File: src/rtl/utf8v_pkg.sv
package utf8v_pkg;

  localparam int BYTE_W = 8;
  localparam int ERR_W  = 3;
  // A stored code point needs at most 16 bits; one more continuation adds six.
  localparam int CP_W   = 16;
  localparam int VAL_W  = CP_W + 6;

  localparam logic [ERR_W-1:0] ERR_NONE         = 3'd0;
  localparam logic [ERR_W-1:0] ERR_BAD_LEAD     = 3'd1;
  localparam logic [ERR_W-1:0] ERR_MISSING_CONT = 3'd2;
  localparam logic [ERR_W-1:0] ERR_SURROGATE    = 3'd3;
  localparam logic [ERR_W-1:0] ERR_TOO_LARGE    = 3'd4;

  localparam logic [BYTE_W-1:0] BYTE_END      = 8'h00;
  localparam logic [BYTE_W-1:0] LEAD_ASCII_HI = 8'h7F;
  localparam logic [BYTE_W-1:0] LEAD_BAD_HI   = 8'hC1;
  localparam logic [BYTE_W-1:0] LEAD_TWO_HI   = 8'hDF;
  localparam logic [BYTE_W-1:0] LEAD_THREE_HI = 8'hEF;
  localparam logic [1:0]        CONT_TAG      = 2'b10;

  localparam logic [VAL_W-1:0] SURR_LO = 22'h00D800;
  localparam logic [VAL_W-1:0] SURR_HI = 22'h00DFFF;
  localparam logic [VAL_W-1:0] CP_MAX  = 22'h10FFFF;

  typedef struct packed {
    logic              valid;
    logic [BYTE_W-1:0] byte_value;
  } item_t;

  typedef struct packed {
    logic             is_valid;
    logic [ERR_W-1:0] error_kind;
  } verdict_t;

endpackage

File: src/rtl/utf8_stream_validator_top.sv
// Channel   Direction  Payload                          Handshake
// in_       input      byte_value[7:0]                  in_valid / in_stall
// out_      output     is_valid, error_kind[2:0]        out_valid / out_stall
//
// One byte is taken each cycle while no zero byte waits for the result register; a verdict
// is registered as its zero byte is taken and is on the outputs in the cycle after.
// The rate is set by the single decode step between the input and result registers.
// Reset (synchronous, active low) clears the sequence state and both valid flags.
// Non-zero bytes keep flowing while a verdict waits; a zero byte waits until the result
// register is free, and in_stall then rises.
module utf8_stream_validator_top (
  input  logic       clk,
  input  logic       rst_n,
  input  logic       in_valid,
  output logic       in_stall,
  input  logic [7:0] in_byte_value,
  output logic       out_valid,
  input  logic       out_stall,
  output logic       out_is_valid,
  output logic [2:0] out_error_kind
);

  utf8v_pkg::item_t    item;
  utf8v_pkg::verdict_t verdict;
  logic                take;
  logic                emit;
  logic                out_ready;

  utf8v_in_stage u_in (
    .clk           (clk),
    .rst_n         (rst_n),
    .in_valid      (in_valid),
    .in_stall      (in_stall),
    .in_byte_value (in_byte_value),
    .take          (take),
    .item          (item)
  );

  utf8v_decoder u_dec (
    .clk       (clk),
    .rst_n     (rst_n),
    .item      (item),
    .out_ready (out_ready),
    .take      (take),
    .emit      (emit),
    .verdict   (verdict)
  );

  utf8v_out_stage u_out (
    .clk            (clk),
    .rst_n          (rst_n),
    .emit           (emit),
    .verdict        (verdict),
    .out_ready      (out_ready),
    .out_valid      (out_valid),
    .out_stall      (out_stall),
    .out_is_valid   (out_is_valid),
    .out_error_kind (out_error_kind)
  );

endmodule

File: src/rtl/utf8v_in_stage.sv
module utf8v_in_stage (
  input  logic                          clk,
  input  logic                          rst_n,
  input  logic                          in_valid,
  output logic                          in_stall,
  input  logic [utf8v_pkg::BYTE_W-1:0]  in_byte_value,
  input  logic                          take,
  output utf8v_pkg::item_t              item
);

  logic                         valid_r;
  logic                         valid_nxt;
  logic [utf8v_pkg::BYTE_W-1:0] byte_r;
  logic                         accept;

  assign in_stall = valid_r && !take;
  assign accept   = in_valid && !in_stall;

  always_comb begin
    valid_nxt = valid_r;
    if (accept) begin
      valid_nxt = 1'b1;
    end else if (take) begin
      valid_nxt = 1'b0;
    end
  end

  always_ff @(posedge clk) begin
    if (!rst_n) begin
      valid_r <= 1'b0;
    end else begin
      valid_r <= valid_nxt;
    end
  end

  always_ff @(posedge clk) begin
    if (accept) begin
      byte_r <= in_byte_value;
    end
  end

  assign item.valid      = valid_r;
  assign item.byte_value = byte_r;

endmodule

File: src/rtl/utf8v_decoder.sv
module utf8v_decoder (
  input  logic                 clk,
  input  logic                 rst_n,
  input  utf8v_pkg::item_t     item,
  input  logic                 out_ready,
  output logic                 take,
  output logic                 emit,
  output utf8v_pkg::verdict_t  verdict
);

  logic [1:0]                  pend_r, pend_nxt;
  logic [1:0]                  len_r, len_nxt;
  logic [utf8v_pkg::CP_W-1:0]  cp_r, cp_nxt;
  logic [utf8v_pkg::ERR_W-1:0] err_r, err_nxt;
  logic [utf8v_pkg::VAL_W-1:0] value;
  logic [1:0]                  pend_dec;
  logic [utf8v_pkg::ERR_W-1:0] end_err;
  logic [7:0]                  b;
  logic                        is_end;

  assign b      = item.byte_value;
  assign is_end = (b == utf8v_pkg::BYTE_END);
  // A byte that yields no verdict may move on even while the result register is full.
  assign take   = item.valid && (!is_end || out_ready);
  assign emit   = take && is_end;

  assign value    = {cp_r, b[5:0]};
  assign pend_dec = pend_r - 2'd1;
  assign end_err  = (err_r == utf8v_pkg::ERR_NONE && pend_r != 2'd0) ?
                    utf8v_pkg::ERR_MISSING_CONT : err_r;

  assign verdict.is_valid   = (end_err == utf8v_pkg::ERR_NONE);
  assign verdict.error_kind = end_err;

  always_comb begin
    pend_nxt = pend_r;
    len_nxt  = len_r;
    cp_nxt   = cp_r;
    err_nxt  = err_r;
    if (take) begin
      if (is_end) begin
        pend_nxt = 2'd0;
        len_nxt  = 2'd0;
        cp_nxt   = '0;
        err_nxt  = utf8v_pkg::ERR_NONE;
      end else if (err_r != utf8v_pkg::ERR_NONE) begin
        // Everything up to the terminator is ignored once an error is held.
      end else if (pend_r == 2'd0) begin
        if (b inside {[utf8v_pkg::LEAD_ASCII_HI + 8'd1 : utf8v_pkg::LEAD_BAD_HI]}) begin
          err_nxt = utf8v_pkg::ERR_BAD_LEAD;
        end else if (b > utf8v_pkg::LEAD_BAD_HI) begin
          cp_nxt = {{(utf8v_pkg::CP_W-4){1'b0}}, b[3:0]};
          if (b <= utf8v_pkg::LEAD_TWO_HI) begin
            len_nxt  = 2'd1;
            pend_nxt = 2'd1;
          end else if (b <= utf8v_pkg::LEAD_THREE_HI) begin
            len_nxt  = 2'd2;
            pend_nxt = 2'd2;
          end else begin
            len_nxt  = 2'd3;
            pend_nxt = 2'd3;
          end
        end
      end else if (b[7:6] != utf8v_pkg::CONT_TAG) begin
        err_nxt  = utf8v_pkg::ERR_MISSING_CONT;
        pend_nxt = 2'd0;
        len_nxt  = 2'd0;
        cp_nxt   = '0;
      end else if (pend_dec != 2'd0) begin
        pend_nxt = pend_dec;
        cp_nxt   = value[utf8v_pkg::CP_W-1:0];
      end else begin
        if (len_r == 2'd2 && value inside {[utf8v_pkg::SURR_LO : utf8v_pkg::SURR_HI]}) begin
          err_nxt = utf8v_pkg::ERR_SURROGATE;
        end else if (len_r == 2'd3 && value > utf8v_pkg::CP_MAX) begin
          err_nxt = utf8v_pkg::ERR_TOO_LARGE;
        end
        pend_nxt = 2'd0;
        len_nxt  = 2'd0;
        cp_nxt   = '0;
      end
    end
  end

  always_ff @(posedge clk) begin
    if (!rst_n) begin
      pend_r <= 2'd0;
      len_r  <= 2'd0;
      cp_r   <= '0;
      err_r  <= utf8v_pkg::ERR_NONE;
    end else begin
      pend_r <= pend_nxt;
      len_r  <= len_nxt;
      cp_r   <= cp_nxt;
      err_r  <= err_nxt;
    end
  end

endmodule

File: src/rtl/utf8v_out_stage.sv
module utf8v_out_stage (
  input  logic                          clk,
  input  logic                          rst_n,
  input  logic                          emit,
  input  utf8v_pkg::verdict_t           verdict,
  output logic                          out_ready,
  output logic                          out_valid,
  input  logic                          out_stall,
  output logic                          out_is_valid,
  output logic [utf8v_pkg::ERR_W-1:0]   out_error_kind
);

  logic                valid_r;
  logic                valid_nxt;
  utf8v_pkg::verdict_t verdict_r;

  assign out_ready = !valid_r || !out_stall;

  always_comb begin
    valid_nxt = valid_r;
    if (emit) begin
      valid_nxt = 1'b1;
    end else if (!out_stall) begin
      valid_nxt = 1'b0;
    end
  end

  always_ff @(posedge clk) begin
    if (!rst_n) begin
      valid_r <= 1'b0;
    end else begin
      valid_r <= valid_nxt;
    end
  end

  always_ff @(posedge clk) begin
    if (emit) begin
      verdict_r <= verdict;
    end
  end

  assign out_valid      = valid_r;
  assign out_is_valid   = verdict_r.is_valid;
  assign out_error_kind = verdict_r.error_kind;

endmodule
File: config.mk
export PLATFORM = sky130hd
export DESIGN_NAME = utf8_stream_validator_top
export DESIGN_NICKNAME = d
export VERILOG_FILES = /design/src/rtl/utf8v_pkg.sv /design/src/rtl/utf8_stream_validator_top.sv /design/src/rtl/utf8v_in_stage.sv /design/src/rtl/utf8v_decoder.sv /design/src/rtl/utf8v_out_stage.sv
export SDC_FILE = /design/constraint.sdc
export NUM_CORES = 1
export LEC_CHECK = 0
export ABC_AREA = 0
export BUFFER_PORTS_ARGS = -buffer_cell sky130_fd_sc_hd__buf_4
export CAP_MARGIN = 15
export CORE_ASPECT_RATIO = 0.75
export CORE_MARGIN = 2
export CORE_UTILIZATION = 32
export CTS_CLUSTER_DIAMETER = 120
export DETAILED_ROUTE_END_ITERATION = 8
export HOLD_SLACK_MARGIN = 0.15
export PLACE_DENSITY = 0.62
export SLEW_MARGIN = 20
export SYNTH_ARGS = -nofsm -noshare
export SYNTH_HDL_FRONTEND = slang
export SYNTH_SLANG_ARGS = --single-unit
export TNS_END_PERCENT = 5
File: constraint.sdc
create_clock -name clk -period 2 [get_ports clk]
set_clock_uncertainty 0.05 [all_clocks]
set_input_delay 0.3 -clock clk [delete_from_list [all_inputs] [get_ports clk]]
set_output_delay 0.3 -clock clk [all_outputs]
set_load 0.02 [all_outputs]
# == Word level (Yosys, flattened, before mapping) ==
# Index checks and enable logic that the tools add are counted.
# W data, S select, Z words.
# word_totals
ff_bits,37
# op_classes
n_addsub,1
n_lt_le_gt_ge,8
eq_ne,9
muxes,34
reduce_logical,28
# ops
operator,n
$mux W16,7
$mux W3,9
$mux W2,13
$le A8 B8 Y1 const B,3
$ge A22 B16 Y1 const B,1
$gt A22 B21 Y1 const B,1
$le A22 B16 Y1 const B,1
$reduce_and A5 Y1,2
$logic_and A1 B1 Y1,9
$ne A3 B2 Y1 const B,3
$ge A8 B8 Y1 const B,1
$gt A8 B8 Y1 const B,1
$logic_not A8 Y1,1
$logic_not A3 Y1,2
$reduce_bool A2 Y1,3
$logic_not A1 Y1,5
$mux W1,5
$reduce_bool A5 Y1,1
$eq A2 B2 Y1 const B,2
$ne A2 B1 Y1 const B,2
$ne A4 B1 Y1 const B,1
$reduce_and A4 Y1,1
$reduce_bool A3 Y1,1
$logic_not A2 Y1,1
other kinds (3),4

# == Longest topological paths before layout ==
# depth
depth_word,9
depth_mapped,10
ltp_nobuf,7

# == By module ==
# A second synthesis with hierarchy kept.
# unflattened
hier_cells,170
hier_area_um2,1609.0
# by_module_without_submodules
module,instances,cells_per_inst,area_per_inst_um2
utf8v_decoder,1,149,1158.6
utf8v_in_stage,1,13,295.3
utf8v_out_stage,1,8,155.1

# == Worst setup path before layout ==
# OpenSTA, ideal clock, no wires.
# synth_timing
kind,register to register
startpoint,register u_in.byte_r[6] (netlist bit)
endpoint,register u_in.byte_r[0] (netlist bit) (enable)
arrival_ns,1.765
required_time_ns,1.653
path_slack_ns,-0.112
path_stages_with_launch,6
path_buffers,0
path_cell_list,edfxtp_1 > or4_4 > nor2_1 > nand2_1 > nor2_1 > nor2b_1
# synth_via
elab_chain_cells,8
# synth_rtl
element,line_no,source
"start, declared",utf8v_in_stage.sv:13,logic [utf8v_pkg::BYTE_W-1:0] byte_r;
"start signal, assigned",utf8v_in_stage.sv:38,byte_r <= in_byte_value;
$logic_not A8 Y1,utf8v_decoder.sv:22,assign is_end = (b == utf8v_pkg::BYTE_END);
$logic_not A1 Y1,utf8v_decoder.sv:24,assign take = item.valid && (!is_end || out_ready);
$logic_or A1 B1 Y1,utf8v_decoder.sv:24,
$logic_and A1 B1 Y1,utf8v_decoder.sv:24,
$logic_not A1 Y1,utf8v_in_stage.sv:16,assign in_stall = valid_r && !take;
$logic_and A1 B1 Y1,utf8v_in_stage.sv:16,
net in_stall,utf8_stream_validator_top.sv:15,"output logic in_stall,"
$logic_not A1 Y1,utf8v_in_stage.sv:17,assign accept = in_valid && !in_stall;
$logic_and A1 B1 Y1,utf8v_in_stage.sv:17,
net u_in.accept,utf8v_in_stage.sv:14,logic accept;
# The timed path passes the listed nets, and every way through them passes these cells.
# A chain may end at the register's enable or synchronous reset.

# == Final worst setup path ==
# layout_timing
startpoint,register u_in.byte_r[6] (netlist bit)
endpoint,register u_dec.cp_r[10] (netlist bit)
# layout_via
elab_chain_cells,5
# layout_rtl
element,line_no,source
branches (longest 5 deep; another with $ge A8 B8 Y1),-,
"end signal, assigned",utf8v_decoder.sv:94,cp_r <= cp_nxt;
"end, declared",utf8v_decoder.sv:13,"logic [utf8v_pkg::CP_W-1:0] cp_r, cp_nxt;"
# Parallel ways; which one is timed is not known. The select of a mux whose other input is x is not followed.

==> results.toml <==
[clock_tree]
clock_latency_ns = 0.30
clkTransAtPathRegs_ns = 0.07
cts_sinks = 37
cts_tree = "done"
cts_buffer_depth = 2
htreeDepth = 2
cts_made_buffers = 5
cts_root_buffer = "clkbuf_8"

[place]
gp_congestion = 0.771
pre_cts_ws_ns = -0.0910
dpl.cell_count = 273
post-dp-hpwl_um = 2780
port_buffers = 17
dpl_cell_area_sq_mm = 0.00210

[synth]
yosys-top-cells-count = "dfxtp_1 (25), nand3_1 (20), o211ai_1 (13)"
netlist.area_leader.share_pct = 28.2
synthesis.area_sq_mm = 0.00178
synth_most_common_cell = "dfxtp_1"
syn_inst = 176
synth_edf_count = 12
synth_nets = 190
avgSynthCellArea_sq_um = 10.1
synth_area_leader_cell = "dfxtp_1"
yosys_warnings = 0
synth-main-ff-cell = "dfxtp_1"
async_flop_share_pct = 0
seq_area_frac_synth_pct = 48.5
ys_types = 43
synthTopCellsByArea = "dfxtp_1 (28%), edfxtp_1 (20%), nand3_1 (5.6%)"
ys_ff_latch = 37

[layout]
fin_cells = 294
final_nets = 232
antennaDiodeCount = 0
final_cell_area_sq_mm = 0.00240
fillers = 522
final_util_pct = 44.9
synthToLayoutAreaGrowth_pct = 35.2
drive_gt1_share_pct = 30.1

[floorplanning]
initial_utilization_pct = 33.2
die_area_sq_mm = 0.00617
die_w_um = 90.0
design.portCount = 18
rows = 23
die_h_um = 68.5
core_area_sq_mm = 0.00535

[outcome]
violations = "negative setup slack"
status = "finished with violations"

[worst_setup_path]
slowest_stage = "or4_4"
worstPathArrival_ns = 2.33
critPathKind = "reg2reg"
crit_path_cell_trace = "or4_4, o21a_1, buf_4, o221ai_4, buf_12, buf_6, nand3_1, a21boi_1"
worstPathRequired_ns = 2.18
startpoint_type = "flip-flop"
cp-end-kind = "flip-flop"
r2r_setup_slack_ns = -0.15
rr_endpoint = "u_dec.cp_r[10]"
path_max_fanout = 6
worst_path_largest_cell_delay_ns = 0.59
reg2reg_depth = 8
reg2reg_from = "u_in.byte_r[6]"

[power]
ir_drop_v = 0.000444
total_power_mw = 1.61
power_density_mw_per_mm2 = 670
cellLeakagePower_nw = 0.893

[global_route]
grt_pass1_wl_um = 6850
antenna_found_initial = 0
track_usage_pct = 14.6
grt_pass1_vias = 1429
grt_remaining_overflow = 0
grt_max_degree = 31

[timing]
holdWs_ns = 0.181
final.setup.tns_ns = -1.91
rsz0062_at_grt = "yes"
setup_slack_ns = -0.148
post-route-min-period_ns = 2.15
relSlewSlack_pct = 72.3
tightest_slew_ns = 0.413
setup_violations = 24
clock.fmax_mhz = 466
finalMaxSlewViolations = 0
fin_crit_sh_pct = 107
hold_viol = 0

[detailed_routing]
drt-wirelength-per-cell_um = 13.9
ant_nets = 0
initialDrtViolationCount = 105
firstDrtPassIters = 4
wirelength_um = 4090
drc = 0
routed-via-count = 1494
avgViaCountPerCell = 5.08

[min_path]
hp-start = "in_valid"
holdPathEnd = "u_in.valid_r"
hold_path_depth = 2
hp-class = "in2reg"

[flow_run]
drv_cap = 0
-- worst max-delay path, delay by kind of cell, from the launching register on --
kind                   cells  cell delay [ns]
and+or+nand+nor            2             0.66
buffers and inverters      3             0.39
DFF                        1             0.38
AOI/OAI and AO/OA          3             0.59
-- what timing repair did --
| item | 4_1_cts | 5_1_grt |
|---|---|---|
| pin swaps | 4 | 5 |
| hold buffers | 8 | 0 |
| endpoints found under the setup margin | 22 | 34 |
| gates resized for setup | 17 | 7 |
| hold endpoints to repair | 8 | 0 |
| setup buffers | 2 | 3 |
-- layout by cell type (no fill, tap or decap), types with 4 or more instances in the layout --
| cell | count |
|---|---|
| a21boi_1 | 14 |
| nand2_1 | 8 |
| o211ai_1 | 13 |
| dlygate4sd3_1 | 8 |
| clkbuf_8 | 7 |
| inv_1 | 8 |
| nor3_1 | 5 |
| buf_4 | 36 |
| dfxtp_1 | 25 |
| mux2i_1 | 4 |
| edfxtp_1 | 12 |
| nand3_1 | 20 |
| buf_6 | 5 |
-- layer usage --
layer / track usage [%] / vias to the layer above / wire [um]
met4: 6.92 / 0 / 51
met3: 3.91 / 5 / 200
met2: 23.4 / 35 / 1850
met1: 18.7 / 706 / 1990
met5: 0 / - / 0
li1: - / 748 / -
-- cell families (layout without fill, tap and decap cells) --
family	Yosys count	count (layout)	synth area share, %
AO/OA/AOI/OAI	53	53	24.1
buffers and inverters	25	68	6.91
AND/OR/NAND/NOR	55	55	16.8
multiplexers	4	4	2.26
adder cells (fa/ha/maj)	2	2	1.41
flip-flops	37	37	48.5
-- where the power goes --
part,leakage [nW],internal [mW],switching [mW]
combinational,0.520,0.114,0.104
clock,0.0542,0.311,0.262
sequential,0.319,0.801,0.0181
-- cell type report --
type                       instances  area (sq um)  share of cell area (%)
clock inverter                     1          5.00                   0.208
timing repair buffer              52           467                    19.4
sequential                        37           861                    35.9
inverter                           8          30.0                    1.25
tap                               75          93.8                    3.91
multi-input combinational        114           848                    35.3
clock buffer                       7          96.3                    4.01
-- worst max path at each step --
stage | slack, ns | endpoint | start | depth (start not counted)
floorplan | -0.06 | u_dec.cp_r[9] | u_in.byte_r[6] | 7
global placement | -0.04 | u_dec.cp_r[3] | u_in.byte_r[6] | 7
detailed placement | -0.09 | u_dec.cp_r[3] | u_in.byte_r[6] | 7
CTS | -0.17 | in_stall | u_in.byte_r[1] | 6
global route | -0.23 | u_dec.cp_r[15] | u_in.byte_r[6] | 8
finish | -0.15 | u_dec.cp_r[10] | u_in.byte_r[6] | 8
-- state kept, by name, indices dropped and copies added, names as in the netlist --
signal	cells
u_dec.cp_r	16
u_out.out_valid	1
u_dec.len_r	2
u_out.out_error_kind	3
u_in.byte_r	8
u_dec.pend_r	2
u_dec.err_r	3
u_out.out_is_valid	1
u_in.valid_r	1
(Power assumes the default switching activity.)
